<file path="config.mk">
export PLATFORM = sky130hd
export DESIGN_NAME = ipv4_first_match_acl_top
export DESIGN_NICKNAME = d
export VERILOG_FILES = /design/src/rtl/ipv4acl_pkg.sv /design/src/rtl/ipv4acl_top.sv /design/src/rtl/ipv4acl_cell.sv
export SDC_FILE = /design/constraint.sdc
export NUM_CORES = 2
export LEC_CHECK = 0
export BUFFER_PORTS_ARGS = -buffer_cell sky130_fd_sc_hd__buf_2
export CAP_MARGIN = 20
export CORE_MARGIN = 10
export CORE_UTILIZATION = 62
export DETAILED_ROUTE_END_ITERATION = 10
export PLACE_DENSITY = 0.79
export SLEW_MARGIN = 20
export SYNTH_ARGS = -nofsm -noshare
export SYNTH_HDL_FRONTEND = slang
export SYNTH_SLANG_ARGS = --single-unit
</file>
<file path="constraint.sdc">
create_clock -name i_clk -period 19.9 [get_ports i_clk]
set_input_delay 0.995 -clock i_clk [delete_from_list [all_inputs] [get_ports i_clk]]
set_output_delay 0.995 -clock i_clk [all_outputs]
set_load 0.01 [all_outputs]
</file>
<file path="src/rtl/ipv4acl_pkg.sv">
// ----------------------------------------------------------------------------
// ipv4acl_pkg
// Shared types and constants of the first-match IPv4 access list.
// ----------------------------------------------------------------------------
package ipv4acl_pkg;

    localparam int DEFAULT_RULE_SLOTS = 16;
    localparam int ADDR_W             = 32;
    localparam int LEN_W              = 16;
    localparam int HIT_W              = 4;

    localparam logic [LEN_W-1:0] MIN_HEADER_BYTES = 16'd20;

    typedef enum logic {
        OP_CHECK  = 1'b0,
        OP_APPEND = 1'b1
    } t_op;

    // one stored rule, values already masked
    typedef struct packed {
        logic              verdict;
        logic [ADDR_W-1:0] src;
        logic [ADDR_W-1:0] src_care;
        logic [ADDR_W-1:0] dst;
        logic [ADDR_W-1:0] dst_care;
    } t_rule;

    // lookup token handed from cell to cell
    typedef struct packed {
        logic              vld;
        logic [ADDR_W-1:0] src;
        logic [ADDR_W-1:0] dst;
        logic              found;
        logic              verdict;
        logic [HIT_W-1:0]  hit;
    } t_probe;

endpackage

</file>
<file path="src/rtl/ipv4acl_top.sv">
// ----------------------------------------------------------------------------
// ipv4_first_match_acl_top
// First-match IPv4 access list built as a row of rule cells.
// ----------------------------------------------------------------------------
// Usage:
//   An item is taken when start is high and busy is low. i_operation selects
//   append (store a rule in the next free slot) or check (look up the
//   packet addresses). Every item gives exactly one result, shown for one
//   cycle with o_done high; the receiver must take it then.
//   Append and short-packet checks: result in the cycle after the transfer,
//   and busy stays low, so one such item per cycle while no full check runs.
//   Full checks: the lookup token walks the row of RULE_SLOTS cells, one
//   cell per cycle, registered in each cell, so the result appears once the
//   token leaves the last cell. busy is high meanwhile and drops after the
//   result, so no new item is taken while a check is in the row.
//   Reset empties the table (rule count to zero) and drops any lookup in
//   flight; rule contents are not cleared, unused slots are never read.
//   An append to a full table is refused and o_table_full is set.
// ----------------------------------------------------------------------------
module ipv4_first_match_acl_top #(
    parameter int RULE_SLOTS = ipv4acl_pkg::DEFAULT_RULE_SLOTS
) (
    input  logic                             i_clk,
    input  logic                             i_rst_n,
    input  logic                             start,
    output logic                             busy,
    input  logic                             i_operation,
    input  logic [ipv4acl_pkg::LEN_W-1:0]    i_packet_length,
    input  logic [ipv4acl_pkg::ADDR_W-1:0]   i_packet_src,
    input  logic [ipv4acl_pkg::ADDR_W-1:0]   i_packet_dst,
    input  logic                             i_rule_verdict,
    input  logic [ipv4acl_pkg::ADDR_W-1:0]   i_rule_src,
    input  logic [ipv4acl_pkg::ADDR_W-1:0]   i_rule_src_mask,
    input  logic [ipv4acl_pkg::ADDR_W-1:0]   i_rule_dst,
    input  logic [ipv4acl_pkg::ADDR_W-1:0]   i_rule_dst_mask,
    output logic                             o_done,
    output logic                             o_short_packet,
    output logic                             o_matched,
    output logic                             o_verdict,
    output logic [ipv4acl_pkg::HIT_W-1:0]    o_hit_index,
    output logic                             o_table_full
);

    localparam int CW = $clog2(RULE_SLOTS + 1);

    ipv4acl_pkg::t_probe w_chain [RULE_SLOTS+1];
    ipv4acl_pkg::t_rule  w_rule;

    logic          w_accept;
    logic          w_append;
    logic          w_short;
    logic          w_lookup;
    logic          w_full;
    logic          w_wr_en;
    logic [CW-1:0] r_count;
    logic [CW-1:0] n_count;
    logic          r_busy;
    logic          n_busy;
    logic          r_res_vld;
    logic          r_short;
    logic          r_full;

    assign w_accept = start && !r_busy;
    assign w_append = w_accept && (i_operation == ipv4acl_pkg::OP_APPEND);
    assign w_short  = w_accept && (i_operation == ipv4acl_pkg::OP_CHECK)
                      && (i_packet_length < ipv4acl_pkg::MIN_HEADER_BYTES);
    assign w_lookup = w_accept && (i_operation == ipv4acl_pkg::OP_CHECK)
                      && !(i_packet_length < ipv4acl_pkg::MIN_HEADER_BYTES);
    assign w_full   = r_count == CW'(RULE_SLOTS);
    assign w_wr_en  = w_append && !w_full;

    assign w_rule.verdict  = i_rule_verdict;
    assign w_rule.src      = i_rule_src & i_rule_src_mask;
    assign w_rule.src_care = i_rule_src_mask;
    assign w_rule.dst      = i_rule_dst & i_rule_dst_mask;
    assign w_rule.dst_care = i_rule_dst_mask;

    assign w_chain[0].vld     = w_lookup;
    assign w_chain[0].src     = i_packet_src;
    assign w_chain[0].dst     = i_packet_dst;
    assign w_chain[0].found   = 1'b0;
    assign w_chain[0].verdict = 1'b0;
    assign w_chain[0].hit     = '0;

    for (genvar k = 0; k < RULE_SLOTS; k++) begin : g_cell
        ipv4acl_cell #(
            .RULE_SLOTS (RULE_SLOTS),
            .CELL_IDX   (k)
        ) u_cell (
            .i_clk   (i_clk),
            .i_rst_n (i_rst_n),
            .i_wr_en (w_wr_en),
            .i_rule  (w_rule),
            .i_count (r_count),
            .i_probe (w_chain[k]),
            .o_probe (w_chain[k+1])
        );
    end

    assign n_count = w_wr_en ? r_count + CW'(1) : r_count;

    // busy from lookup transfer until the token leaves the last cell
    always_comb begin
        n_busy = r_busy;
        if (w_lookup) begin
            n_busy = 1'b1;
        end else if (w_chain[RULE_SLOTS].vld) begin
            n_busy = 1'b0;
        end
    end

    always_ff @(posedge i_clk) begin
        if (!i_rst_n) begin
            r_count   <= '0;
            r_busy    <= 1'b0;
            r_res_vld <= 1'b0;
        end else begin
            r_count   <= n_count;
            r_busy    <= n_busy;
            r_res_vld <= w_append || w_short;
        end
    end

    always_ff @(posedge i_clk) begin
        r_short <= w_short;
        r_full  <= w_append && w_full;
    end

    assign busy   = r_busy;
    assign o_done = r_res_vld || w_chain[RULE_SLOTS].vld;

    always_comb begin
        if (w_chain[RULE_SLOTS].vld) begin
            o_short_packet = 1'b0;
            o_matched      = w_chain[RULE_SLOTS].found;
            o_verdict      = w_chain[RULE_SLOTS].found && w_chain[RULE_SLOTS].verdict;
            o_hit_index    = w_chain[RULE_SLOTS].found ? w_chain[RULE_SLOTS].hit : '0;
            o_table_full   = 1'b0;
        end else begin
            o_short_packet = r_short;
            o_matched      = 1'b0;
            o_verdict      = 1'b0;
            o_hit_index    = '0;
            o_table_full   = r_full;
        end
    end

    // quick results and lookup results never land in the same cycle
    a_one_source: assert property (@(posedge i_clk) disable iff (!i_rst_n)
        !(r_res_vld && w_chain[RULE_SLOTS].vld))
        else $error("two results in one cycle");

    a_lookup_busy: assert property (@(posedge i_clk) disable iff (!i_rst_n)
        w_lookup |=> r_busy)
        else $error("lookup started without busy");

    a_busy_drop: assert property (@(posedge i_clk) disable iff (!i_rst_n)
        $fell(r_busy) |-> $past(w_chain[RULE_SLOTS].vld))
        else $error("busy dropped without a lookup result");

    a_count_range: assert property (@(posedge i_clk) disable iff (!i_rst_n)
        r_count <= CW'(RULE_SLOTS))
        else $error("rule count beyond table size");

endmodule

</file>
<file path="src/rtl/ipv4acl_cell.sv">
// ----------------------------------------------------------------------------
// ipv4acl_cell
// One rule slot: holds a rule and tests the passing lookup token against it.
// ----------------------------------------------------------------------------
module ipv4acl_cell #(
    parameter int RULE_SLOTS = ipv4acl_pkg::DEFAULT_RULE_SLOTS,
    parameter int CELL_IDX   = 0
) (
    input  logic                               i_clk,
    input  logic                               i_rst_n,
    input  logic                               i_wr_en,
    input  ipv4acl_pkg::t_rule                 i_rule,
    input  logic [$clog2(RULE_SLOTS+1)-1:0]    i_count,
    input  ipv4acl_pkg::t_probe                i_probe,
    output ipv4acl_pkg::t_probe                o_probe
);

    localparam int CW = $clog2(RULE_SLOTS + 1);

    ipv4acl_pkg::t_rule  r_rule;
    ipv4acl_pkg::t_probe r_probe;
    ipv4acl_pkg::t_probe n_probe;

    logic w_active;
    logic w_src_ok;
    logic w_dst_ok;

    // slot takes the rule when it is the next free one
    always_ff @(posedge i_clk) begin
        if (i_wr_en && (i_count == CW'(CELL_IDX))) begin
            r_rule <= i_rule;
        end
    end

    // zero stored value is a wildcard
    assign w_active = CW'(CELL_IDX) < i_count;
    assign w_src_ok = (r_rule.src == '0) || ((i_probe.src & r_rule.src_care) == r_rule.src);
    assign w_dst_ok = (r_rule.dst == '0) || ((i_probe.dst & r_rule.dst_care) == r_rule.dst);

    always_comb begin
        n_probe = i_probe;
        if (i_probe.vld && !i_probe.found && w_active && w_src_ok && w_dst_ok) begin
            n_probe.found   = 1'b1;
            n_probe.verdict = r_rule.verdict;
            n_probe.hit     = ipv4acl_pkg::HIT_W'(CELL_IDX);
        end
    end

    always_ff @(posedge i_clk) begin
        if (!i_rst_n) begin
            r_probe <= '0;
        end else begin
            r_probe <= n_probe;
        end
    end

    assign o_probe = r_probe;

endmodule

</file>
==> metrics.txt <==
status complete, no violations; max_slew headroom 19.4%; GR Overflow Total 0; area of the multi-input gates 29,000 um2; Max-cap violations 0; Area growth, synth to finish 12.5%; Leak 0.0474 uW; vias per cell 6.54; clock sink count 3,130; Iter 0 DRT Violations 9,874; #FFs+latches synth 3,130; HPWL after DPL 208 mm; area share of the largest cell type after synthesis 55.0%; post_cts resized 0; DR WL met2 141 mm; max-slew violations 0; dominant synthesized flop cell edfxtp_1; Setup Crit Path Kind flip-flop to flip-flop; most common cell in the netlist edfxtp_1; I/O pins 223; DRT Wirelength 313 mm; HP Class input port to flip-flop; initial cell density of the core 62.4%; wire length per cell 29.3 um; largest family of logic cells by synthesized area simple AND/OR/NAND/NOR gates; Period minus WS final 3960 ps; root buf cell clkbuf_16; Fmax 0.253 GHz; worst slew pin tran 1200 ps; mux contribution to synthesized area 0.133%; CP required 20,450 ps; final worst path period share 19.9%; crit path launch r_count[4]; Crit. End Element flip-flop; synth cell count leaders edfxtp_1 (2,064), dfxtp_1 (1,066), and2_1 (1,047), a21oi_1 (541), and3_1 (530); Reg area 83,300 um2; Post-Syn Instances 7,626; FILL cells 11.5k; area share of fa/ha/maj cells after synthesis 0.0333%; Core Area 181,000 um2; die width 446 um; initial antenna violation count 47; number of CTS-inserted buffers 302; wire length on met1 116 mm; Final Hold Fails 0; XOR/XNOR share of the synthesized area 0.0233%; Post-Synth Simple-Gate Area 15.3%; clk_lat worst skew 940 ps; Placer Congestion 0.941; setup slack after layout 15,940 ps; IO Port Bufs 220; arrival time worst endpoint 4510 ps; pre-CTS setup slack 15,330 ps; synth warn 0; worst-path fanout max 69; RSZ-0062 raised after global routing no; ys async rst share 0%; vias in the first global route 68.2k; number of synthesized flops with an enable pin 2,064; nets 8,309; R2R Setup Slk 15,940 ps; met3 WL 36.1 mm; Worst-path clk slew 60 ps; postcts setup bufs 0; clk buf depth 4; row count 156; highest metal layer with signal wires met5; worst setup path end g_cell[1].u_cell.r_rule[103]; Area contributors post-synth edfxtp_1 (55%), dfxtp_1 (19%), and2_1 (5.8%), and3_1 (2.9%), a21oi_1 (2.4%); first-pass GRT wire length 446 mm; Die ar. 199,000 um2; Post-CTS Hold Buffers 0; via count 70.0k; CTS tree yes; Layout Skew 39.1 ps; ANT nets after route 0; Power per Cell Area 102 nW/um2; final setup vio count 0; Critical Path Source Type flip-flop; Synth Cell Area 113,000 um2; placed instance area 117,000 um2; pin count of the biggest net entering global routing 252; fraction of layout cells with a size suffix above 1 10.4%; Compound-Gate Fraction of Synth Area 10.1%; Unique masters post-synth 48; Design Area, Final 127,000 um2; largest area contributor in the netlist edfxtp_1; Avg Inst Size Synth 14.8 um2; end of the worst register-to-register path g_cell[1].u_cell.r_rule[103]; FF-to-FF path depth 5; post-synth net total 7,842; DRT Pass-1 Iters 8; peak supply drop 0.0953 mV; reg-to-reg startpoint r_count[4]; DRC viols 0; CTS HTree Levels 5; Tot GR Track Use 30.7%; height of the die 446 um; post-synthesis sequential area ratio 73.9%; Sum Neg Setup Slack 0 ps
-- placed cells by master (no fill, tap or decap), types with 25 or more instances in the layout --
| cell type | Yosys | final |
|---|---|---|
| nand3_1 | 260 | 260 |
| and2_1 | 1047 | 1014 |
| nand2_1 | 45 | 45 |
| nor2_1 | 52 | 48 |
| clkinv_1 | 0 | 28 |
| a21oi_1 | 541 | 541 |
| and3b_1 | 253 | 253 |
| and3_1 | 530 | 526 |
| nor4_1 | 273 | 271 |
| o22a_1 | 250 | 250 |
| a21boi_0 | 256 | 256 |
| nand4_1 | 193 | 193 |
| clkbuf_8 | 1 | 35 |
| a211oi_2 | 47 | 47 |
| a21o_1 | 255 | 255 |
| clkbuf_1 | 118 | 66 |
| buf_4 | 0 | 68 |
| clkinv_2 | 0 | 44 |
| o21a_1 | 25 | 25 |
| dfxtp_1 | 1066 | 1066 |
| a211oi_1 | 209 | 209 |
| edfxtp_1 | 2064 | 2064 |
| buf_2 | 6 | 219 |
| clkbuf_16 | 0 | 314 |
| and2_2 | 1 | 29 |
-- per-layer routing --
| metal | vias to the layer above | GRT usage, % |
|---|---|---|
| li1 | 30400 | - |
| met1 | 34400 | 39.8 |
| met2 | 4262 | 46.9 |
| met3 | 926 | 7.77 |
| met4 | 18 | 18.2 |
| met5 | - | 0 |
-- critical path, cell delays in order, from the launching register on --
cell,delay [ps]
dfxtp_1,650
nor3_1,890
nand2_1,260
nor3_2,150
buf_4,680
buf_4,790
-- metrics by stage --
stage	total power (uW)	utilization (%)	cells	hold slack, ps
after floorplan	7210	-	7626	404
after global placement	7410	64.7	10200	411
after detailed placement	7420	64.7	10200	414
after CTS	13000	70.1	10700	252
after global routing	13200	70.1	10700	287
final	13000	70.1	10700	295
-- flip-flops by register name (all words and copies together), names as in the netlist --
name / count
g_cell.u_cell.r_rule: 2064
r_short: 1
r_count: 5
busy: 1
r_full: 1
r_res_vld: 1
g_cell.u_cell.o_probe: 1057
-- report_power, final --
group,switching [uW],internal (uW)
Sequential,32.9,6960
Combinational,244,55.3
Clock,2330,3320
Total,2610,10300
-- how the worst min path moves through the flow --
stage	from	endpoint	slack (ps)	cells after the start
floorplan	g_cell[10].u_cell.o_probe[2]	g_cell[11].u_cell.o_probe[2]	400	2
global placement	g_cell[10].u_cell.o_probe[2]	g_cell[11].u_cell.o_probe[2]	410	2
detailed placement	g_cell[10].u_cell.o_probe[2]	g_cell[11].u_cell.o_probe[2]	410	2
CTS	i_packet_dst[24]	g_cell[0].u_cell.o_probe[30]	250	2
global route	i_packet_dst[14]	g_cell[0].u_cell.o_probe[20]	290	2
finish	i_packet_dst[24]	g_cell[0].u_cell.o_probe[30]	290	2
-- cells by family (layout without fill, tap and decap cells) --
| group | Yosys count | count (layout) |
|---|---|---|
| other | 0 | 22 |
| XOR/XNOR | 3 | 3 |
| AO/OA/AOI/OAI | 1611 | 1611 |
| adder cells (fa/ha/maj) | 3 | 3 |
| multiplexers | 15 | 15 |
| flip-flops | 3130 | 3130 |
| buffers and inverters | 149 | 839 |
| AND/OR/NAND/NOR | 2715 | 2715 |
-- final cells by class --
type	count	share of cell area (%)
sequential	3130	65.7
inverter	23	0.0681
multi-input combinational	4347	22.8
clock inverter	112	0.926
clock buffer	415	6.77
tap	2370	2.34
antenna	22	0.0434
timing repair buffer	289	1.29
(Power assumes the default switching activity.)
